--- src/rtl/lls_pkg.sv ---
// shared types and constants of the least-loaded list scheduler
// no dependencies
package lls_pkg;

	localparam int MaxProcs  = 16;
	localparam int LoadWidth = 32;

	localparam logic [4:0]  NumProcsReset = 5'd1;
	localparam logic [12:0] NumJobsReset  = 13'd4096;

	// register indexes (paddr bit 2)
	localparam logic RegNumProcs = 1'b0;
	localparam logic RegNumJobs  = 1'b1;

	typedef struct packed {
		logic [11:0] job_id;
		logic [15:0] proc_time;
		logic        restart;
	} job_t;

	typedef struct packed {
		logic [3:0]  processor;
		logic [15:0] encoded_job;
		logic [31:0] new_load;
		logic        load_saturated;
	} res_t;

	typedef struct packed {
		logic [4:0]  num_procs;
		logic [12:0] num_jobs;
	} cfg_t;

	typedef enum logic [1:0] {
		ST_IDLE,
		ST_SCAN,
		ST_DRAIN,
		ST_DONE
	} state_t;

endpackage

--- src/rtl/lls_ram.sv ---
// generic single-port-write, single-port-read ram with registered read data
// no dependencies
module lls_ram #(
	parameter int WIDTH = 32,
	parameter int DEPTH = 16,
	localparam int AW = (DEPTH > 1) ? $clog2(DEPTH) : 1
) (
	input  logic             clk,
	input  logic             we,
	input  logic [AW-1:0]    waddr,
	input  logic [WIDTH-1:0] wdata,
	input  logic             re,
	input  logic [AW-1:0]    raddr,
	output logic [WIDTH-1:0] rdata
);

	logic [WIDTH-1:0] mem_q [DEPTH];

	always_ff @(posedge clk) begin
		if (we) begin
			mem_q[waddr] <= wdata;
		end
		if (re) begin
			rdata <= mem_q[raddr];
		end
	end

endmodule

--- src/rtl/lls_regs.sv ---
// apb configuration registers: num_procs and num_jobs
// depends on lls_pkg
module lls_regs (
	input  logic          clk,
	input  logic          arst_n,
	input  logic          psel,
	input  logic          penable,
	input  logic          pwrite,
	input  logic [2:0]    paddr,
	input  logic [31:0]   pwdata,
	output logic [31:0]   prdata,
	output logic          pready,
	output lls_pkg::cfg_t cfg
);

	logic        wr;
	logic [4:0]  num_procs_q;
	logic [12:0] num_jobs_q;

	assign pready = 1'b1;
	assign wr = psel && penable && pwrite;

	always_ff @(posedge clk or negedge arst_n) begin
		if (!arst_n) begin
			num_procs_q <= lls_pkg::NumProcsReset;
			num_jobs_q  <= lls_pkg::NumJobsReset;
		end else if (wr) begin
			case (paddr[2])
				lls_pkg::RegNumProcs: num_procs_q <= pwdata[4:0];
				lls_pkg::RegNumJobs:  num_jobs_q  <= pwdata[12:0];
				default: ;
			endcase
		end
	end

	always_comb begin
		case (paddr[2])
			lls_pkg::RegNumProcs: prdata = 32'(num_procs_q);
			lls_pkg::RegNumJobs:  prdata = 32'(num_jobs_q);
			default:              prdata = '0;
		endcase
	end

	assign cfg.num_procs = num_procs_q;
	assign cfg.num_jobs  = num_jobs_q;

endmodule

--- src/rtl/lls_ctrl.sv ---
// scan and update sequencer: reads loads one per cycle, keeps the minimum,
// writes the new load back and holds the result; depends on lls_pkg, lls_ram
module lls_ctrl #(
	parameter int MAX_PROCS  = lls_pkg::MaxProcs,
	parameter int LOAD_WIDTH = lls_pkg::LoadWidth
) (
	input  logic          clk,
	input  logic          arst_n,
	input  lls_pkg::cfg_t cfg,
	input  logic          job_valid,
	output logic          job_stall,
	input  lls_pkg::job_t job,
	output logic          res_valid,
	input  logic          res_stall,
	output lls_pkg::res_t res
);

	localparam int IDX_W = (MAX_PROCS > 1) ? $clog2(MAX_PROCS) : 1;

	lls_pkg::state_t state_q, state_d;

	logic [IDX_W-1:0]      rd_addr_q;
	logic [IDX_W-1:0]      last_q;
	lls_pkg::job_t         job_q;
	logic [MAX_PROCS-1:0]  vld_q;
	logic                  cmp_vld_s1;
	logic [IDX_W-1:0]      cmp_idx_s1;
	logic                  rvld_s1;
	logic [LOAD_WIDTH-1:0] rdata;
	logic [LOAD_WIDTH-1:0] cur_load;
	logic [LOAD_WIDTH-1:0] best_load_q;
	logic [IDX_W-1:0]      best_idx_q;
	logic                  res_valid_q;
	lls_pkg::res_t         res_q;

	logic                  accept;
	logic                  out_free;
	logic                  rd_en;
	logic                  wr_en;
	logic [IDX_W-1:0]      last_idx;
	logic [LOAD_WIDTH:0]   sum_w;
	logic                  sat;
	logic [LOAD_WIDTH-1:0] load_new;
	logic [63:0]           load_ext;
	logic [IDX_W+12:0]     prod;
	logic [31:0]           enc_w;

	assign out_free = !res_valid_q || !res_stall;
	assign accept   = job_valid && !job_stall;

	// active processor count clamped to 1..MAX_PROCS, kept as last index
	always_comb begin
		if (cfg.num_procs == 5'd0) begin
			last_idx = '0;
		end else if (32'(cfg.num_procs) > 32'(MAX_PROCS)) begin
			last_idx = IDX_W'(MAX_PROCS - 1);
		end else begin
			last_idx = IDX_W'(cfg.num_procs - 5'd1);
		end
	end

	// next state
	always_comb begin
		state_d = state_q;
		case (state_q)
			lls_pkg::ST_IDLE:  if (job_valid) state_d = lls_pkg::ST_SCAN;
			lls_pkg::ST_SCAN:  if (rd_addr_q == last_q) state_d = lls_pkg::ST_DRAIN;
			lls_pkg::ST_DRAIN: state_d = lls_pkg::ST_DONE;
			lls_pkg::ST_DONE:  if (out_free) state_d = lls_pkg::ST_IDLE;
			default:           state_d = lls_pkg::ST_IDLE;
		endcase
	end

	// state outputs
	always_comb begin
		job_stall = 1'b1;
		rd_en     = 1'b0;
		wr_en     = 1'b0;
		case (state_q)
			lls_pkg::ST_IDLE:  job_stall = 1'b0;
			lls_pkg::ST_SCAN:  rd_en = 1'b1;
			lls_pkg::ST_DRAIN: ;
			lls_pkg::ST_DONE:  wr_en = out_free;
			default:           ;
		endcase
	end

	always_ff @(posedge clk or negedge arst_n) begin
		if (!arst_n) begin
			state_q <= lls_pkg::ST_IDLE;
		end else begin
			state_q <= state_d;
		end
	end

	lls_ram #(
		.WIDTH(LOAD_WIDTH),
		.DEPTH(MAX_PROCS)
	) u_load_ram (
		.clk  (clk),
		.we   (wr_en),
		.waddr(best_idx_q),
		.wdata(load_new),
		.re   (rd_en),
		.raddr(rd_addr_q),
		.rdata(rdata)
	);

	// never-written or restarted entries read as zero
	always_ff @(posedge clk or negedge arst_n) begin
		if (!arst_n) begin
			vld_q <= '0;
		end else if (accept && job.restart) begin
			vld_q <= '0;
		end else if (wr_en) begin
			vld_q[best_idx_q] <= 1'b1;
		end
	end

	always_ff @(posedge clk or negedge arst_n) begin
		if (!arst_n) begin
			cmp_vld_s1 <= 1'b0;
		end else begin
			cmp_vld_s1 <= rd_en;
		end
	end

	always_ff @(posedge clk) begin
		if (accept) begin
			job_q     <= job;
			last_q    <= last_idx;
			rd_addr_q <= '0;
		end else if (rd_en) begin
			rd_addr_q <= rd_addr_q + 1'b1;
		end
		cmp_idx_s1 <= rd_addr_q;
		rvld_s1    <= vld_q[rd_addr_q];
	end

	assign cur_load = rvld_s1 ? rdata : '0;

	// running minimum, strict less keeps the lowest index on ties
	always_ff @(posedge clk) begin
		if (cmp_vld_s1 && (cmp_idx_s1 == '0 || cur_load < best_load_q)) begin
			best_load_q <= cur_load;
			best_idx_q  <= cmp_idx_s1;
		end
	end

	assign sum_w    = {1'b0, best_load_q} + (LOAD_WIDTH+1)'(job_q.proc_time);
	assign sat      = sum_w[LOAD_WIDTH];
	assign load_new = sat ? '1 : sum_w[LOAD_WIDTH-1:0];
	assign load_ext = 64'(load_new);
	assign prod     = (IDX_W+13)'(best_idx_q) * (IDX_W+13)'(cfg.num_jobs);
	assign enc_w    = 32'(job_q.job_id) + 32'(prod);

	always_ff @(posedge clk or negedge arst_n) begin
		if (!arst_n) begin
			res_valid_q <= 1'b0;
		end else if (wr_en) begin
			res_valid_q <= 1'b1;
		end else if (!res_stall) begin
			res_valid_q <= 1'b0;
		end
	end

	always_ff @(posedge clk) begin
		if (wr_en) begin
			res_q.processor      <= 4'(best_idx_q);
			res_q.encoded_job    <= enc_w[15:0];
			res_q.new_load       <= load_ext[31:0];
			res_q.load_saturated <= sat;
		end
	end

	assign res_valid = res_valid_q;
	assign res       = res_q;

endmodule

--- src/rtl/least_loaded_list_scheduler_core.sv ---
// channel   | handshake                   | payload
// job       | job_valid / job_stall       | lls_pkg::job_t (job_id, proc_time, restart)
// res       | res_valid / res_stall       | lls_pkg::res_t (processor, encoded_job, ...)
// apb cfg   | psel, penable, pwrite       | paddr, pwdata, prdata, pready
//
// from transfer to the next possible transfer a job passes through a scan of the n active
// processors (1..MAX_PROCS), one read of the load ram per cycle, a drain state for the
// last compare, a write-back state and the idle state.
// reset clears config to num_procs=1, num_jobs=4096 and marks all loads zero.
// a stalled result holds the write-back cycle until the output register frees.
// depends on lls_pkg, lls_regs, lls_ctrl, lls_ram
module least_loaded_list_scheduler_core #(
	parameter int MAX_PROCS  = lls_pkg::MaxProcs,
	parameter int LOAD_WIDTH = lls_pkg::LoadWidth
) (
	input  logic          clk,
	input  logic          arst_n,
	input  logic          psel,
	input  logic          penable,
	input  logic          pwrite,
	input  logic [2:0]    paddr,
	input  logic [31:0]   pwdata,
	output logic [31:0]   prdata,
	output logic          pready,
	input  logic          job_valid,
	output logic          job_stall,
	input  lls_pkg::job_t job,
	output logic          res_valid,
	input  logic          res_stall,
	output lls_pkg::res_t res
);

	lls_pkg::cfg_t cfg;

	lls_regs u_regs (
		.clk    (clk),
		.arst_n (arst_n),
		.psel   (psel),
		.penable(penable),
		.pwrite (pwrite),
		.paddr  (paddr),
		.pwdata (pwdata),
		.prdata (prdata),
		.pready (pready),
		.cfg    (cfg)
	);

	lls_ctrl #(
		.MAX_PROCS (MAX_PROCS),
		.LOAD_WIDTH(LOAD_WIDTH)
	) u_ctrl (
		.clk      (clk),
		.arst_n   (arst_n),
		.cfg      (cfg),
		.job_valid(job_valid),
		.job_stall(job_stall),
		.job      (job),
		.res_valid(res_valid),
		.res_stall(res_stall),
		.res      (res)
	);

endmodule

--- config.mk ---
export PLATFORM = sky130hd
export DESIGN_NAME = least_loaded_list_scheduler_core
export DESIGN_NICKNAME = d
export VERILOG_FILES = /design/src/rtl/lls_pkg.sv /design/src/rtl/lls_ram.sv /design/src/rtl/lls_regs.sv /design/src/rtl/lls_ctrl.sv /design/src/rtl/least_loaded_list_scheduler_core.sv
export SDC_FILE = /design/constraint.sdc
export NUM_CORES = 1
export LEC_CHECK = 0
export BUFFER_PORTS_ARGS = -buffer_cell sky130_fd_sc_hd__buf_2
export CAP_MARGIN = 20
export CORE_MARGIN = 5
export CORE_UTILIZATION = 50
export DETAILED_ROUTE_END_ITERATION = 10
export HOLD_SLACK_MARGIN = 0.08
export PLACE_DENSITY_LB_ADDON = 0.12
export SYNTH_ARGS = -nofsm -noshare
export SYNTH_HDL_FRONTEND = slang
export SYNTH_SLANG_ARGS = --single-unit
--- constraint.sdc ---
create_clock -name clk -period 5 [get_ports clk]
set_input_delay 0.75 -clock clk [delete_from_list [all_inputs] [get_ports clk]]
set_output_delay 0.75 -clock clk [all_outputs]
set_load 0.005 [all_outputs]
# Yosys cells after proc, flatten, opt, wreduce, memory -nomap -nowiden
# Memories as Yosys holds them, arrays and structs flattened. A register that Yosys moved wholly into a read port is not among the register bits.
# Cells that the tools add are included.
[word_totals] memories=1 mem_bits_rw=512 reg_bits=168 wordCells=77
[mem_list] name="u_ctrl.u_load_ram.mem_q" words=16 word_bits=32 rd=1 rd_ports_with_merged_regs=1 write_ports=1 line_no="lls_ram.sv:17" source="logic [WIDTH-1:0] mem_q [DEPTH];"
[classes] bitwise_logic=2 add_sub_neg=4 n_reduce_logical=17 eq_ne=8 mux=21 n_mul=1 n_lt_le_gt_ge=5
[op_table] cell="32-bit two-way mux" n=2
[op_table] cell="32-bit case mux with 2 select lines" n=1
[op_table] cell="32-bit by 16-bit adder with 33-bit output" n=1
[op_table] cell="32-bit < comparator" n=1
[op_table] cell="16-bit two-way mux" n=2
[op_table] cell="12-bit by 16-bit adder with 16-bit output" n=1
[op_table] cell="4-bit by 13-bit multiplier with 16-bit output" n=1
[op_table] cell="16-bit bitwise OR" n=1
[op_table] cell="4-bit by 5-bit < comparator with 1-bit output (second input constant)" n=2
[op_table] cell="1-bit two-way mux" n=9
[op_table] cell="2-bit case mux with 4 select lines" n=1
[op_table] cell="1-bit logical AND" n=6
[op_table] cell="2-bit two-way mux" n=3
[op_table] cell="2-bit by 1-bit != test with 1-bit output (second input constant)" n=3
[op_table] cell="5-bit > comparator (second input constant)" n=1
[op_table] cell="5-bit zero test" n=1
[op_table] cell="4-bit by 1-bit adder with 4-bit output (second input constant)" n=1
[op_table] cell="1-bit binary-select mux with 4-bit select" n=1
[op_table] cell="1-bit demux with 4-bit select" n=1
[op_table] cell="2-bit equality test (second input constant)" n=2
[op_table] cell="4-bit equality test" n=1
[op_table] cell="4-bit by 1-bit >= comparator with 1-bit output (second input constant)" n=1
[op_table] cell="4-bit zero test" n=1
[op_table] cell="4-bit two-way mux" n=1
[op_table] cell="other kinds (10)" n=13

# Logic depth before layout (Yosys ltp)
[logic_depth] depth_word=7 depth_mapped=16

# Hierarchy
# Synthesis repeated with hierarchy kept, for this count alone.
[unflattened] hier_cells=1739 area_unflattened_um2=30291.6
[modules_own_cells] module="lls_ram" cells_each=838 n_inst=1 seq_area_each_um2=16335.7 area_per_inst_um2=20155.6
[modules_own_cells] module="lls_ctrl" cells_each=826 n_inst=1 seq_area_each_um2=4314.1 area_per_inst_um2=9142.5
[modules_own_cells] module="lls_regs" cells_each=75 n_inst=1 seq_area_each_um2=452.9 area_per_inst_um2=993.5

# Worst setup path after synthesis
# No wires, ideal clock.
[synth_timing] path_type="input port to flip-flop" start="input port res_stall" end="memory u_ctrl.u_load_ram.mem_q[12][0], enable pin" n_path_buf=0 t_arrival_ns=4.599 setup_slack_ns=-0.063 cell_stages=5 cell_sequence="nand2_1 -> nand2_1 -> inv_1 -> nand3_1 -> nor3_1"
[synth_via] elab_chain_cells=5
[synth_rtl] element="start: declaration" line_no="least_loaded_list_scheduler_core.sv:29" source="input logic res_stall,"
[synth_rtl] element="1-bit zero test" line_no="lls_ctrl.sv:48" source="assign out_free = !res_valid_q || !res_stall;"
[synth_rtl] element="1-bit logical OR" line_no="lls_ctrl.sv:48"
[synth_rtl] element="1-bit two-way mux" line_no="lls_ctrl.sv:79" source="case (state_q)"
[synth_rtl] element="net u_ctrl.u_load_ram.we" line_no="lls_ram.sv:9" source="input logic we,"
[synth_rtl] element="1-bit two-way mux" line_no="lls_ram.sv:20" source="if (we) begin"
[synth_rtl] element="1-bit two-way mux (not written as such)" line_no="lls_ram.sv:21" source="mem_q[waddr] <= wdata;"
[synth_rtl] element="end: declaration" line_no="lls_ram.sv:17"
# The timed path passes the listed nets, and every way through them passes these cells.

# Final worst setup path
[layout_timing] start="register u_regs.num_jobs_q[2]" end="register u_ctrl.res_q (netlist bit u_ctrl.res[46]) (data pin)"
[layout_via] elab_chain_cells=2
[layout_rtl] element="start: declaration" line_no="lls_regs.sv:18" source="logic [12:0] num_jobs_q;"
[layout_rtl] element="start signal: assignment" line_no="lls_regs.sv:26" source="num_jobs_q <= lls_pkg::NumJobsReset;"
[layout_rtl] element="start signal: assignment" line_no="lls_regs.sv:30" source="lls_pkg::RegNumJobs: num_jobs_q <= pwdata[12:0];"
[layout_rtl] element="4-bit by 13-bit multiplier with 16-bit output" line_no="lls_ctrl.sv:154" source="assign prod = (IDX_W+13)'(best_idx_q) * (IDX_W+13)'(cfg.num_jobs);"
[layout_rtl] element="12-bit by 16-bit adder with 16-bit output" line_no="lls_ctrl.sv:155" source="assign enc_w = 32'(job_q.job_id) + 32'(prod);"
[layout_rtl] element="net u_ctrl.enc_w[13]" line_no="lls_ctrl.sv:46" source="logic [31:0] enc_w;"
[layout_rtl] element="end: declaration" line_no="lls_ctrl.sv:34" source="lls_pkg::res_t res_q;"
# The timed path passes the listed nets, and every way through them passes these cells.
# A chain may end at the register's enable or synchronous reset.

==> reports/results.txt <==
Final nets: 2037
TNS Setup: 0 ns
CTS buffer count: 75
Starting DRC count in detailed routing: 1256
Status: finished, final reports clean
DP Area: 0.0322 mm2
Antenna violations before repair: 0
Register area share after synthesis: 0.695
Worst path arrival time: 4.55 ns
GP Congestion: 0.793
Period utilisation layout: 0.841
N_diodes: 0
CTS tree: yes
Initial core utilization: 0.504
Setup bufs post-CTS: 0
Grt ovf: 0
Most frequent cells in the layout: 665 x edfxtp_1, 165 x mux4_2, 117 x buf_2, 104 x inv_1, 79 x and2_1
First-pass GRT wire length: 100000 um
Max cap viols: 0
Placement Rows: 90
Pleak: 12.2 nW
Clock Pin Slew Worst Setup and Hold Paths: 0.06 ns
Synth warn: 0
Flops & latches, synth: 712
Yosys top cell by area: edfxtp_1
Worst IR Drop VDD: 0.364 mV
Commonest non-fill, non-tap cell in the layout: edfxtp_1
Die Ht: 256 um
Crit Path Max Fanout: 6
I/O Buffers: 117
Fin worst setup slack: 0.793 ns
CORE AREA: 0.0602 mm2
Remaining DRCs: 0
Worst path required time: 5.34 ns
DR pass1 iterations: 5
Total power: 23.9 mW
Worst min path class: in -> async
Via count: 15.4k
CTS Buffer Depth: 3
CTS Sinks: 712
H-tree levels: 3
Pre-CTS WS: 0.780 ns
DP HPWL: 39700 um
Post-Route Skew: 0.0246 ns
Vias in the first global route: 16.0k
Mean Syn Cell Area: 18.2 um2
Die area: 0.0658 mm2
Number of library cell types mapped by synthesis: 64
Wire per inst: 24.6 um
Post-synth top area share: 0.658
Max frequency: 0.238 GHz
Chip width: 256 um
Synth top area cells: edfxtp_1 66%, mux4_2 12%, ha_1 3.3%
Layout cells sized above 1: 0.257
GRT Total Usage: 0.202
Clock Root Buffer: clkbuf_16
Synth-to-layout area growth: 14.0%
Post-synthesis instance total: 1667
Slew @ Worst Pin: 1.08 ns
Number of synthesized flops with an enable pin: 665
Slew margin rel.: 0.282
Tmin final: 4.21 ns
Main synth FF type: edfxtp_1
Worst Setup Path Type: reg -> reg
Final hold vios: 0
Setup crit start kind: flop
RSZ-0062 raised after global routing: false
Mapped Area: 0.0304 mm2
Crit end category: flop
Vias per Instance: 5.71
Routed WL: 66200 um
Hold buffer count at cts: 0
Fin. max-slew vios: 0
Pwr dens: 692 mW/mm2
Final std cell area, no fill: 0.0346 mm2
# IOs: 159
Final setup violation count: 0
FFs w/ async S/R, synth: 0.0534
Clock latency on the worst-skew pair: 0.61 ns
Post-CTS sizing: 0
DRT antenna net count: 0
Pin count of the biggest net entering global routing: 59
==> logic make-up after synthesis <==
kind of cell	after synthesis	synth area share
flops	712	0.695
simple gates	262	0.0454
mux	195	0.133
buf+inv	185	0.0265
compound gates	167	0.0360
fa+ha+maj	112	0.0543
xor+xnor	32	0.00923
other cells	2	0.000247
==> cell usage after synthesis (6+ instances only) <==
library cell	count
edfxtp_1	665
mux4_2	165
inv_1	105
and2_1	80
ha_1	79
nand2_1	54
a21oi_1	48
nor2_1	43
dfrtp_1	36
fa_1	33
clkbuf_1	32
o21ai_0	31
buf_4	22
mux2_2	22
o21a_1	20
nand3_1	18
a21o_1	17
buf_2	17
nor3_1	16
xnor2_1	16
xor2_1	16
nand4_1	10
a211oi_1	9
dfxtp_1	9
buf_1	8
nand2b_1	8
nor2b_1	8
mux2i_1	7
o211ai_1	7
and3_1	6
==> flip-flops by register name, summed over array words and instances, names as in the netlist, 2 cells and up <==
| register | flops |
|---|---|
| u_ctrl.state_q | 2 |
| u_ctrl.best_idx_q | 4 |
| u_ctrl.res | 53 |
| u_regs.num_jobs_q | 13 |
| u_ctrl.vld_q | 16 |
| u_regs.num_procs_q | 5 |
| u_ctrl.cmp_idx_s1 | 4 |
| u_ctrl.last_q | 4 |
| u_ctrl.best_load_q | 32 |
| u_ctrl.job_q | 28 |
| u_ctrl.u_load_ram.mem_q | 512 |
| u_ctrl.rd_addr_q | 4 |
| u_ctrl.u_load_ram.rdata | 32 |
==> path summary, 6_finish.rpt <==
check | slack [ns] | start | cells past startpoint | endpoint
hold reg to reg | 0.43 | u_ctrl.cmp_idx_s1[1] | 0 | u_ctrl.best_idx_q[1]
setup reg to reg | 0.79 | u_regs.num_jobs_q[2] | 13 | u_ctrl.res[46]
setup / recovery | 0.79 | u_regs.num_jobs_q[2] | 13 | u_ctrl.res[46]
min in group clk | 0.33 | job[11] | 1 | u_ctrl.job_q[11]
hold / removal | 0.26 | arst_n | 1 | u_ctrl.state_q[1]
max in group asynchronous | 4.18 | arst_n | 1 | u_regs.num_jobs_q[4]
==> stage by stage <==
stage	hold WS, ns	cells	util
after global placement	0.412	2555	0.534
after CTS	0.269	2689	0.574
after detailed placement	0.419	2555	0.534
after floorplan	0.326	1685	-
after global routing	0.291	2693	0.574
final	0.261	2693	0.574
==> worst max-delay path, stage by stage, from the launching register on <==
cell	delay (ns)
dfrtp_1	0.47
and2_1	0.22
fa_1	0.49
fa_1	0.54
inv_1	0.05
fa_1	0.49
inv_1	0.04
ha_1	0.35
o21ai_0	0.18
o21bai_1	0.12
a211o_1	0.32
a311o_1	0.33
o31ai_1	0.26
xnor2_1	0.10
==> routing by layer <==
metal | vias to the layer above | routed length, um | track usage
met2 | 357 | 33100 | 0.340
met1 | 8056 | 28600 | 0.281
met3 | 80 | 3160 | 0.0354
li1 | 6873 | - | -
met5 | - | 0 | 0
met4 | 0 | 1300 | 0.0449
==> power by group <==
part	leakage, nW	internal, mW	switching [mW]
combinational	4.46	3.59	5.08
sequential	6.61	9.17	0.655
clock	1.16	3.24	2.20
total	12.2	16.0	7.93
==> final cells by class <==
cell class | instances | area, um2
Clock inverter | 40 | 399
Tap cell | 782 | 978
Sequential cell | 712 | 21100
Clock buffer | 94 | 2000
Inverter | 105 | 395
Fill cell | 4535 | 25600
Timing Repair Buffer | 172 | 1060
Multi-Input combinational cell | 788 | 8660
Power figures use the tool's default switching activity.
